--- config.mk ---
export PLATFORM = sky130hd
export DESIGN_NAME = pnmu_ctrl
export DESIGN_NICKNAME = d
export VERILOG_FILES = /design/src/pnmu_pkg.sv /design/src/pnmu_ctrl.sv
export SDC_FILE = /design/constraint.sdc
export NUM_CORES = 1
export LEC_CHECK = 0
export BUFFER_PORTS_ARGS = -buffer_cell sky130_fd_sc_hd__buf_2
export CORE_AREA = 3 3 40 42
export DETAILED_ROUTE_END_ITERATION = 7
export DIE_AREA = 0 0 43 45
export GPL_ROUTABILITY_DRIVEN = 0
export GPL_TIMING_DRIVEN = 0
export SYNTH_ARGS = -nofsm -noshare
export SYNTH_HDL_FRONTEND = slang
export SYNTH_SLANG_ARGS = --single-unit
--- constraint.sdc ---
create_clock -name clk -period 1.35 [get_ports clk]
set_input_delay 0.27 -clock clk [delete_from_list [all_inputs] [get_ports clk]]
set_output_delay 0.27 -clock clk [all_outputs]
set_load 0.03 [all_outputs]
--- src/pnmu_pkg.sv ---
package pnmu_pkg;

  localparam int MAX_MEASUREMENTS_DEF = 64;
  localparam int COMPONENT_WIDTH_DEF  = 20;
  localparam int WEIGHT_WIDTH         = 22;
  localparam int INDEX_WIDTH          = 6;
  localparam int RATE_WIDTH           = 9;
  localparam int MAXD_WIDTH           = 19;
  localparam int CFG_INDEX_WIDTH      = 2;
  localparam int CFG_DATA_WIDTH       = 32;
  localparam int DSQ_WIDTH            = 64;
  localparam int ROOT_WIDTH           = 32;

  localparam logic [1:0] ACT_CLEAR  = 2'd0;
  localparam logic [1:0] ACT_APPEND = 2'd1;
  localparam logic [1:0] ACT_UPDATE = 2'd2;

  localparam logic [CFG_INDEX_WIDTH-1:0] REG_MOVE_RATE     = 2'd0;
  localparam logic [CFG_INDEX_WIDTH-1:0] REG_WEIGHT_ENABLE = 2'd1;
  localparam logic [CFG_INDEX_WIDTH-1:0] REG_MAX_DISTANCE  = 2'd2;

  typedef enum logic [2:0] {
    ST_IDLE,
    ST_READ,
    ST_SCAN,
    ST_FETCH,
    ST_SQRT,
    ST_BLEND,
    ST_OUT
  } state_t;

  // controller to datapath
  typedef struct packed {
    logic load;      // capture input beat
    logic do_clear;
    logic do_append;
    logic scan_rd;   // issue store read at scan index
    logic scan_acc;  // fold registered read into running minimum
    logic best_rd;   // read winning entry
    logic sqrt_init;
    logic sqrt_step;
    logic blend;     // one component per cycle
    logic out_load;
  } cmd_t;

  // datapath to controller
  typedef struct packed {
    logic act_clear;
    logic act_append;
    logic act_update;
    logic empty;
    logic scan_last; // read index is one past the last valid entry
    logic sqrt_done;
    logic blend_done;
  } stat_t;

endpackage

--- src/pnmu_ctrl.sv ---
module pnmu_ctrl (
  input  logic            clk,
  input  logic            rst_n,
  input  logic            in_tvalid,
  output logic            in_tready,
  output logic            out_tvalid,
  input  logic            out_tready,
  input  pnmu_pkg::stat_t stat,
  output pnmu_pkg::cmd_t  cmd
);

  pnmu_pkg::state_t state_r, state_nxt;
  logic             rd_pend_r, rd_pend_nxt;
  logic             ovalid_r, ovalid_nxt;

  // hold state
  always_ff @(posedge clk) begin
    if (!rst_n) begin
      state_r   <= pnmu_pkg::ST_IDLE;
      rd_pend_r <= 1'b0;
      ovalid_r  <= 1'b0;
    end else begin
      state_r   <= state_nxt;
      rd_pend_r <= rd_pend_nxt;
      ovalid_r  <= ovalid_nxt;
    end
  end

  assign out_tvalid = ovalid_r;

  // sequence one item at a time
  always_comb begin
    state_nxt   = state_r;
    rd_pend_nxt = 1'b0;
    ovalid_nxt  = ovalid_r && !out_tready;
    cmd         = '0;
    in_tready   = 1'b0;
    case (state_r)
      pnmu_pkg::ST_IDLE: begin
        in_tready = 1'b1;
        if (in_tvalid) begin
          cmd.load  = 1'b1;
          state_nxt = pnmu_pkg::ST_READ;
        end
      end
      pnmu_pkg::ST_READ: begin
        if (stat.act_clear) begin
          cmd.do_clear = 1'b1;
          state_nxt    = pnmu_pkg::ST_IDLE;
        end else if (stat.act_append) begin
          cmd.do_append = 1'b1;
          state_nxt     = pnmu_pkg::ST_IDLE;
        end else if (stat.act_update) begin
          if (stat.empty) begin
            state_nxt = pnmu_pkg::ST_OUT;
          end else begin
            cmd.scan_rd = 1'b1;
            rd_pend_nxt = 1'b1;
            state_nxt   = pnmu_pkg::ST_SCAN;
          end
        end else begin
          state_nxt = pnmu_pkg::ST_IDLE;
        end
      end
      pnmu_pkg::ST_SCAN: begin
        cmd.scan_acc = rd_pend_r;
        if (!stat.scan_last) begin
          cmd.scan_rd = 1'b1;
          rd_pend_nxt = 1'b1;
        end else if (!rd_pend_r) begin
          cmd.best_rd = 1'b1;
          state_nxt   = pnmu_pkg::ST_FETCH;
        end
      end
      pnmu_pkg::ST_FETCH: begin
        cmd.sqrt_init = 1'b1;
        state_nxt     = pnmu_pkg::ST_SQRT;
      end
      pnmu_pkg::ST_SQRT: begin
        cmd.sqrt_step = 1'b1;
        if (stat.sqrt_done) state_nxt = pnmu_pkg::ST_BLEND;
      end
      pnmu_pkg::ST_BLEND: begin
        cmd.blend = 1'b1;
        if (stat.blend_done) state_nxt = pnmu_pkg::ST_OUT;
      end
      pnmu_pkg::ST_OUT: begin
        if (!ovalid_r || out_tready) begin
          cmd.out_load = 1'b1;
          ovalid_nxt   = 1'b1;
          state_nxt    = pnmu_pkg::ST_IDLE;
        end
      end
      default: state_nxt = pnmu_pkg::ST_IDLE;
    endcase
  end

  a_ready_idle: assert property (@(posedge clk) disable iff (!rst_n)
    in_tready |-> state_r == pnmu_pkg::ST_IDLE)
    else $error("ready outside idle");
  a_out_hold: assert property (@(posedge clk) disable iff (!rst_n)
    cmd.out_load |-> (!ovalid_r || out_tready))
    else $error("result overwritten");
  a_load_read: assert property (@(posedge clk) disable iff (!rst_n)
    cmd.load |=> state_r == pnmu_pkg::ST_READ)
    else $error("load not followed by decode");

endmodule

==> flow_summary_export.csv, run 1 <==
group,metric,value,unit
outcome,status,"finished with violations",
outcome,violations,"setup timing",
clock_network,cts_max_level,1,
cells_and_area,layout_commonest_cell,"buf_4",
die,core_area,0.00128,sq mm
sta,fin_crit,1.51,ns
die,die_w,43,um
die,rows,13,
synthesis,synth.area.top_cells,"dfxtp_1 (26%), nor3b_1 (9.6%), and2_1 (4.8%)",
grt,grt-ovfl-total,0,
routing,drt-pass1-iter-count,4,
power,power.density,670,mW/mm^2
placed_design,place_area,546,sq um
cells_and_area,layout_common_cells,"buf_4 (13), buf_2 (11), buf_6 (8)",
clock_network,clock_latency,0.23,ns
cells_and_area,postLayoutCoreUtil,60.1,%
routing,drc,0,
clock_network,cts.sinks,5,
routing,drt_iter0_markers,10,
cells_and_area,stdcell_count,97,
synthesis,synth_top_area_cell,"dfxtp_1",
die,start_util,30.3,%
sta,setup_violations,11,
clock_network,cts_buffers,3,
sta,hold_viol_final,0,
placed_design,io_buffers,22,
die,fp.dieArea,0.00194,sq mm
grt,grt.busiest_layer,"met2",
synthesis,ys_seq_area_share,25.7,%
routing,drtAntennaViolNets,0,
clock_network,cts_tree,"built",
worst_setup_path,r2r_cells,4,
sta,rsz0062_at_grt,"yes",
grt,grtUsageTotal,14.1,%
grt,met1_usage,16.7,%
placed_design,place.detailed.hpwl,832,um
cells_and_area,antenna-diode-count,0,
sta,slew-limit-headroom,81.1,%
worst_hold_path,hp-class,"in2reg",
worst_setup_path,crit_path_end_kind,"primary output",
worst_setup_path,startpoint_type,"flop",
synthesis,post-synth-top-area-fraction,25.7,%
routing,vias_per_cell,5.07,
synthesis,synth_nets,60,
synthesis,synthCells,49,
clock_network,cts-root-buf,"clkbuf_4",
grt,grt_antenna_before_repair,0,
grt,grt_use_met3,1.59,%
cells_and_area,fin_nets,94,
routing,vias,492,
synthesis,synth_area,389,sq um
clock_network,clock_path_buffers,2,
power,p_leak,0.349,nW
sta,finalClockSkew,0.000605,ns
die,ioPinCount,23,
grt,grt_max_degree,8,
sta,post-route-period-util,112,%
sta,max_freq,662,MHz
cells_and_area,drive_gt1_share,69.5,%
worst_setup_path,crit_type,"reg2out",
grt,globalRouteMet2Util,24.0,%
routing,wire_per_inst,14.1,um
clock_network,clk_pin_slew_worst_paths,0.04,ns
sta,worstMarginPinSlew,0.283,ns
grt,grt_pass1_wl,2.09,mm
power,ir_drop,0.567,mV
synthesis,ys_types,27,
worst_setup_path,required,1.08,ns
routing,routed_wl,1.37,mm
worst_hold_path,min_path_cells,2,
synthesis,syn_area_per_cell,7.94,sq um
synthesis,yosys_warnings,0,
synthesis,ys_seq_elements,5,
die,die_h,45,um
cells_and_area,syn_to_final_growth,98.4,%
sta,setup_ws,-0.160,ns
power,fin_total_pwr,0.000517,W
placed_design,dp_cells,86,
cells_and_area,final_cell_area,772,sq um
grt,grt_pass1_vias,529,
sta,report.final.slew_viol_count,0,
flow_run,max_cap_violations,0,
worst_setup_path,cp_max_fo,4,
worst_setup_path,worstPathArrival,1.24,ns
## critical path: stages, from the launching register on
cell,delay [ns]
dfxtp_2,0.33
buf_6,0.13
nor3b_2,0.21
a41oi_2,0.07
nor2_2,0.12
buf_6,0.14
## state kept, by name, summed over array words and instances, names as in the netlist
register    count
out_tvalid      1
state_r         3
rd_pend_r       1
## synth_stat cells
cell and n:
o2111a_1 1, o21ai_1 1, nand2_1 2, nor4bb_1 1
o22ai_1 1, nand2b_1 2, nor3_1 3, buf_4 1
a211oi_1 2, inv_2 1, and4b_1 1, dfxtp_1 5
and3_1 2, and2_1 3, inv_1 3, nor3b_1 5
a311o_1 1, nor2_1 4, buf_6 1, nor4b_1 1
a41oi_1 1, and3b_1 1, buf_2 2, o41a_1 1
and3_2 1, o21a_1 1, and2_0 1
## cell families after synthesis
group	Yosys count	share of synthesized area, %
AO/OA/AOI/OAI	9	19.3
buffers and inverters	8	11.3
flip-flops	5	25.7
AND/OR/NAND/NOR	27	43.7
## power by group
part,leakage (nW),switching (W),internal (W),total (W)
sequential,0.0425,0.0000104,0.000153,0.000163
combinational,0.292,0.0000946,0.0000960,0.000191
clock,0.0150,0.0000527,0.000111,0.000164
## through the flow
stage                     TNS (ns)  hold slack (ns)  worst slack (ns)
final                       -0.862            0.306            -0.160
after floorplan             -0.360            0.404            -0.149
after detailed placement    -0.300            0.552            -0.201
after global placement      -0.281            0.551            -0.215
after global routing         -1.42            0.312            -0.239
after CTS                   -0.822            0.298            -0.152
## final timing paths
| kind | startpoint | to | slack (ns) |
|---|---|---|---|
| setup / recovery | state_r[0]$_SDFFE_PN0P_ | cmd[6] | -0.16 |
| hold / removal | rst_n | state_r[0]$_SDFFE_PN0P_ | 0.31 |
| setup reg to reg | state_r[1]$_SDFFE_PN0P_ | state_r[1]$_SDFFE_PN0P_ | 0.02 |
| hold reg to reg | out_tvalid$_SDFF_PN0_ | out_tvalid$_SDFF_PN0_ | 0.62 |
## layout make-up
| cell class | instances | area, sq um |
|---|---|---|
| fill | 109 | 513 |
| clock buffer | 4 | 26.3 |
| multi-input combinational | 36 | 333 |
| timing repair buffer | 31 | 231 |
| buffer | 2 | 31.3 |
| tap | 15 | 18.8 |
| inverter | 4 | 22.5 |
| sequential | 5 | 109 |
## metal layers
metal,part of all wire (%),vias up
met5,0,-
met1,41,236
met4,1.5,0
met2,55,9
li1,-,245
met3,2.4,2
## timing repair
item | 4_1_cts | 5_1_grt
gates cloned | 0 | 0
buffers inserted | 9 | 0
pin swaps | 6 | 3
hold buffers | 0 | 0
gates resized for setup | 38 | 11
endpoints found under the setup margin | 11 | 14
Note: power is estimated with default switching activity, not from simulation.
==> run 2: changes to the inputs <==
--- a/config.mk
+++ b/config.mk
@@ -5,6 +5,7 @@
 export SDC_FILE = /design/constraint.sdc
 export NUM_CORES = 1
 export LEC_CHECK = 0
+export ABC_AREA = 1
 export BUFFER_PORTS_ARGS = -buffer_cell sky130_fd_sc_hd__buf_2
 export CORE_AREA = 3 3 40 42
 export DETAILED_ROUTE_END_ITERATION = 7
==> constraint.sdc (replaced) <==
create_clock -name clk -period 1.84 [get_ports clk]
set_input_delay 0.368 -clock clk [delete_from_list [all_inputs] [get_ports clk]]
set_output_delay 0.368 -clock clk [all_outputs]
set_load 0.03 [all_outputs]
==> run 2 against run 1 <==
  * The flow now finishes without violations
  * Clock skew grew 0.0025 ns
  * Combinational power grew to 2.9 times the previous value
  * Worst setup slack gained 0.30 ns
  * Highest routed layer is now met3
  * Worst hold slack gained 0.072 ns
  * Power grew 63%
  * Utilization shrank 11 points
  * First-iteration DRC count shrank 70%
  * Clock-buffer cell count is the same
  * Die area is the same
  * Critical endpoint unchanged
  * Sequential power grew 4%
  * Clock power shrank 24%
  * Area after synthesis grew 17%
==> flow_summary_export.csv, run 2 <==
group,metric,value,unit
sta,post-route-period-util,92.5,%
sta,whs,0.377,ns
die,rows,13,
clock_network,ctsHoldBuffers,0,
worst_setup_path,timing.reg2reg.setup_slack,0.66,ns
cells_and_area,fin_nets,112,
die,ioPinCount,23,
sta,slew-limit-headroom,85.7,%
cells_and_area,antenna-diode-count,0,
sta,setup_ws,0.138,ns
synthesis,synth_nets,85,
routing,drt_iter0_markers,3,
clock_network,cts_max_level,1,
sta,report.final.slew_viol_count,0,
grt,grt_max_degree,10,
die,start_util,35.3,%
placed_design,place_ws,0.245,ns
clock_network,postCtsSetupBuffers,0,
sta,worstMarginPinSlew,0.213,ns
worst_setup_path,worstPathArrival,1.33,ns
grt,grtUsageTotal,12.3,%
synthesis,post-synth-top-area-fraction,22.0,%
flow_run,max_cap_violations,0,
die,core_area,0.00128,sq mm
power,p_leak,0.358,nW
routing,vias_per_cell,4.36,
clock_network,clock_latency,0.24,ns
synthesis,synth.area.top_cells,"dfxtp_1 (22%), inv_1 (12%), nor2_1 (12%)",
routing,routed_wl,975,um
worst_setup_path,reg2reg_to,"state_r[1]$_SDFFE_PN0P_",
synthesis,ys_seq_elements,5,
synthesis,syn_area_per_cell,6.14,sq um
die,die_h,45,um
synthesis,yosys_warnings,0,
power,ir_drop,0.748,mV
grt,grt_pass1_vias,470,
worst_setup_path,crit_path_end_kind,"primary output",
worst_setup_path,startpoint_type,"flop",
clock_network,cts_buffers,3,
grt,grt_pass1_wl,1.81,mm
clock_network,cts.sinks,5,
synthesis,synthCells,74,
clock_network,clk_pin_slew_worst_paths,0.04,ns
routing,wire_per_inst,8.48,um
placed_design,io_buffers,22,
cells_and_area,drive_gt1_share,45.0,%
worst_setup_path,worstSetupStartpoint,"state_r[1]$_SDFFE_PN0P_",
synthesis,ys.flop_type,"dfxtp_1",
sta,rsz0062_at_grt,"no",
routing,vias,501,
cells_and_area,largest_register_ffs,3,
clock_network,cts_tree,"built",
cells_and_area,syn_to_final_growth,37.5,%
cells_and_area,layout_commonest_cell,"buf_2",
routing,drtAntennaViolNets,0,
placed_design,dp_cells,111,
grt,grt-ovfl-total,0,
cells_and_area,layout_common_cells,"buf_2 (21), nor2_1 (14), inv_1 (13)",
synthesis,ys_async_sr_fraction,0,%
worst_setup_path,cp_max_fo,8,
sta,max_freq,588,MHz
worst_setup_path,crit_type,"reg2out",
sta,setup_violations,0,
worst_setup_path,setup.worst_path.end,"cmd[6]",
synthesis,synth_area,454,sq um
worst_setup_path,timing.rr.start,"state_r[1]$_SDFFE_PN0P_",
sta,tns,0,ns
clock_network,cts-root-buf,"clkbuf_4",
synthesis,ys_seq_area_share,22.0,%
synthesis,synth_top_area_cell,"dfxtp_1",
synthesis,ys_top_cells_by_count,"inv_1 (14), nor2_1 (14), nand2_1 (10)",
die,die_w,43,um
cells_and_area,regMostFlops,"state_r",
die,fp.dieArea,0.00194,sq mm
worst_setup_path,r2r_cells,7,
sta,finalClockSkew,0.00315,ns
routing,drt-pass1-iter-count,2,
grt,grt_antenna_before_repair,0,
cells_and_area,stdcell_count,115,
placed_design,place.detailed.hpwl,842,um
sta,fin_crit,1.70,ns
synthesis,synth-edff-count,0,
sta,hold_viol_final,0,
worst_hold_path,hp-class,"in2reg",
clock_network,clock_path_buffers,2,
worst_setup_path,required,1.47,ns
routing,drc,0,
outcome,status,"completed",
power,power.density,1350,mW/mm^2
synthesis,ys_types,16,
run 2: stage by stage:
stage	cell area, sq um	total power [W]	util, %
after global routing	624	0.000924	48.6
after floorplan	454	0.000598	-
after global placement	583	0.000703	45.4
after detailed placement	583	0.000706	45.4
final	624	0.000844	48.6
after CTS	611	0.000842	47.5
run 2: kinds of logic (layout without fill, tap and decap cells):
family,Yosys count,in the layout,synth area share [%]
flip-flops,5,5,22.0
AND/OR/NAND/NOR,44,44,50.7
AO/OA/AOI/OAI,6,6,7.44
buffers and inverters,19,45,19.8
run 2: report_power, final:
group / internal, W / switching [W] / leakage, nW
logic: 0.000193 / 0.000356 / 0.301
clock network: 0.0000819 / 0.0000433 / 0.0150
registers: 0.000143 / 0.0000270 / 0.0414
total: 0.000418 / 0.000426 / 0.358
run 2: final cells by class:
| type | instances | area (sq um) |
|---|---|---|
| inverter | 16 | 62.6 |
| buffer | 3 | 30.0 |
| clock buffer | 4 | 26.3 |
| tap | 15 | 18.8 |
| fill | 145 | 661 |
| timing repair buffer | 22 | 116 |
| sequential | 5 | 104 |
| multi-input combinational | 50 | 267 |
run 2: repair_timing:
action                                  in CTS  in global routing
pin swaps                                    0                  2
endpoints found under the hold margin        0                  0
endpoints found under the setup margin       1                  1
gates resized for setup                      1                  7
cloned                                       0                  0
run 2: worst min path at each step:
| stage | from | end | cells past startpoint |
|---|---|---|---|
| 2_1_floorplan | rst_n | state_r[1]$_SDFFE_PN0P_ | 2 |
| 3_3_place_gp | out_tvalid$_SDFF_PN0_ | out_tvalid$_SDFF_PN0_ | 4 |
| 3_5_place_dp | out_tvalid$_SDFF_PN0_ | out_tvalid$_SDFF_PN0_ | 4 |
| 4_1_cts | rst_n | state_r[1]$_SDFFE_PN0P_ | 3 |
| 5_1_grt | rst_n | state_r[2]$_SDFFE_PN0P_ | 3 |
| 6_report | rst_n | state_r[1]$_SDFFE_PN0P_ | 3 |
run 2: critical path: stages (launching register included):
cell     delay (ns)
dfxtp_1        0.30
buf_6          0.13
nor2_4         0.11
nand2_2        0.09
nor2_4         0.14
nand2_2        0.06
nand2_1        0.06
buf_4          0.10
buf_6          0.11
run 2: per-layer routing:
layer / part of all wire (%) / up-vias / wire [um] / track usage, %
li1: - / 279 / - / -
met1: 43 / 209 / 421 / 13.9
met5: 0 / - / 0 / 0
met3: 6.5 / 0 / 63 / 6.37
met4: 0 / 0 / 0 / 3.61
met2: 50 / 13 / 491 / 20.4
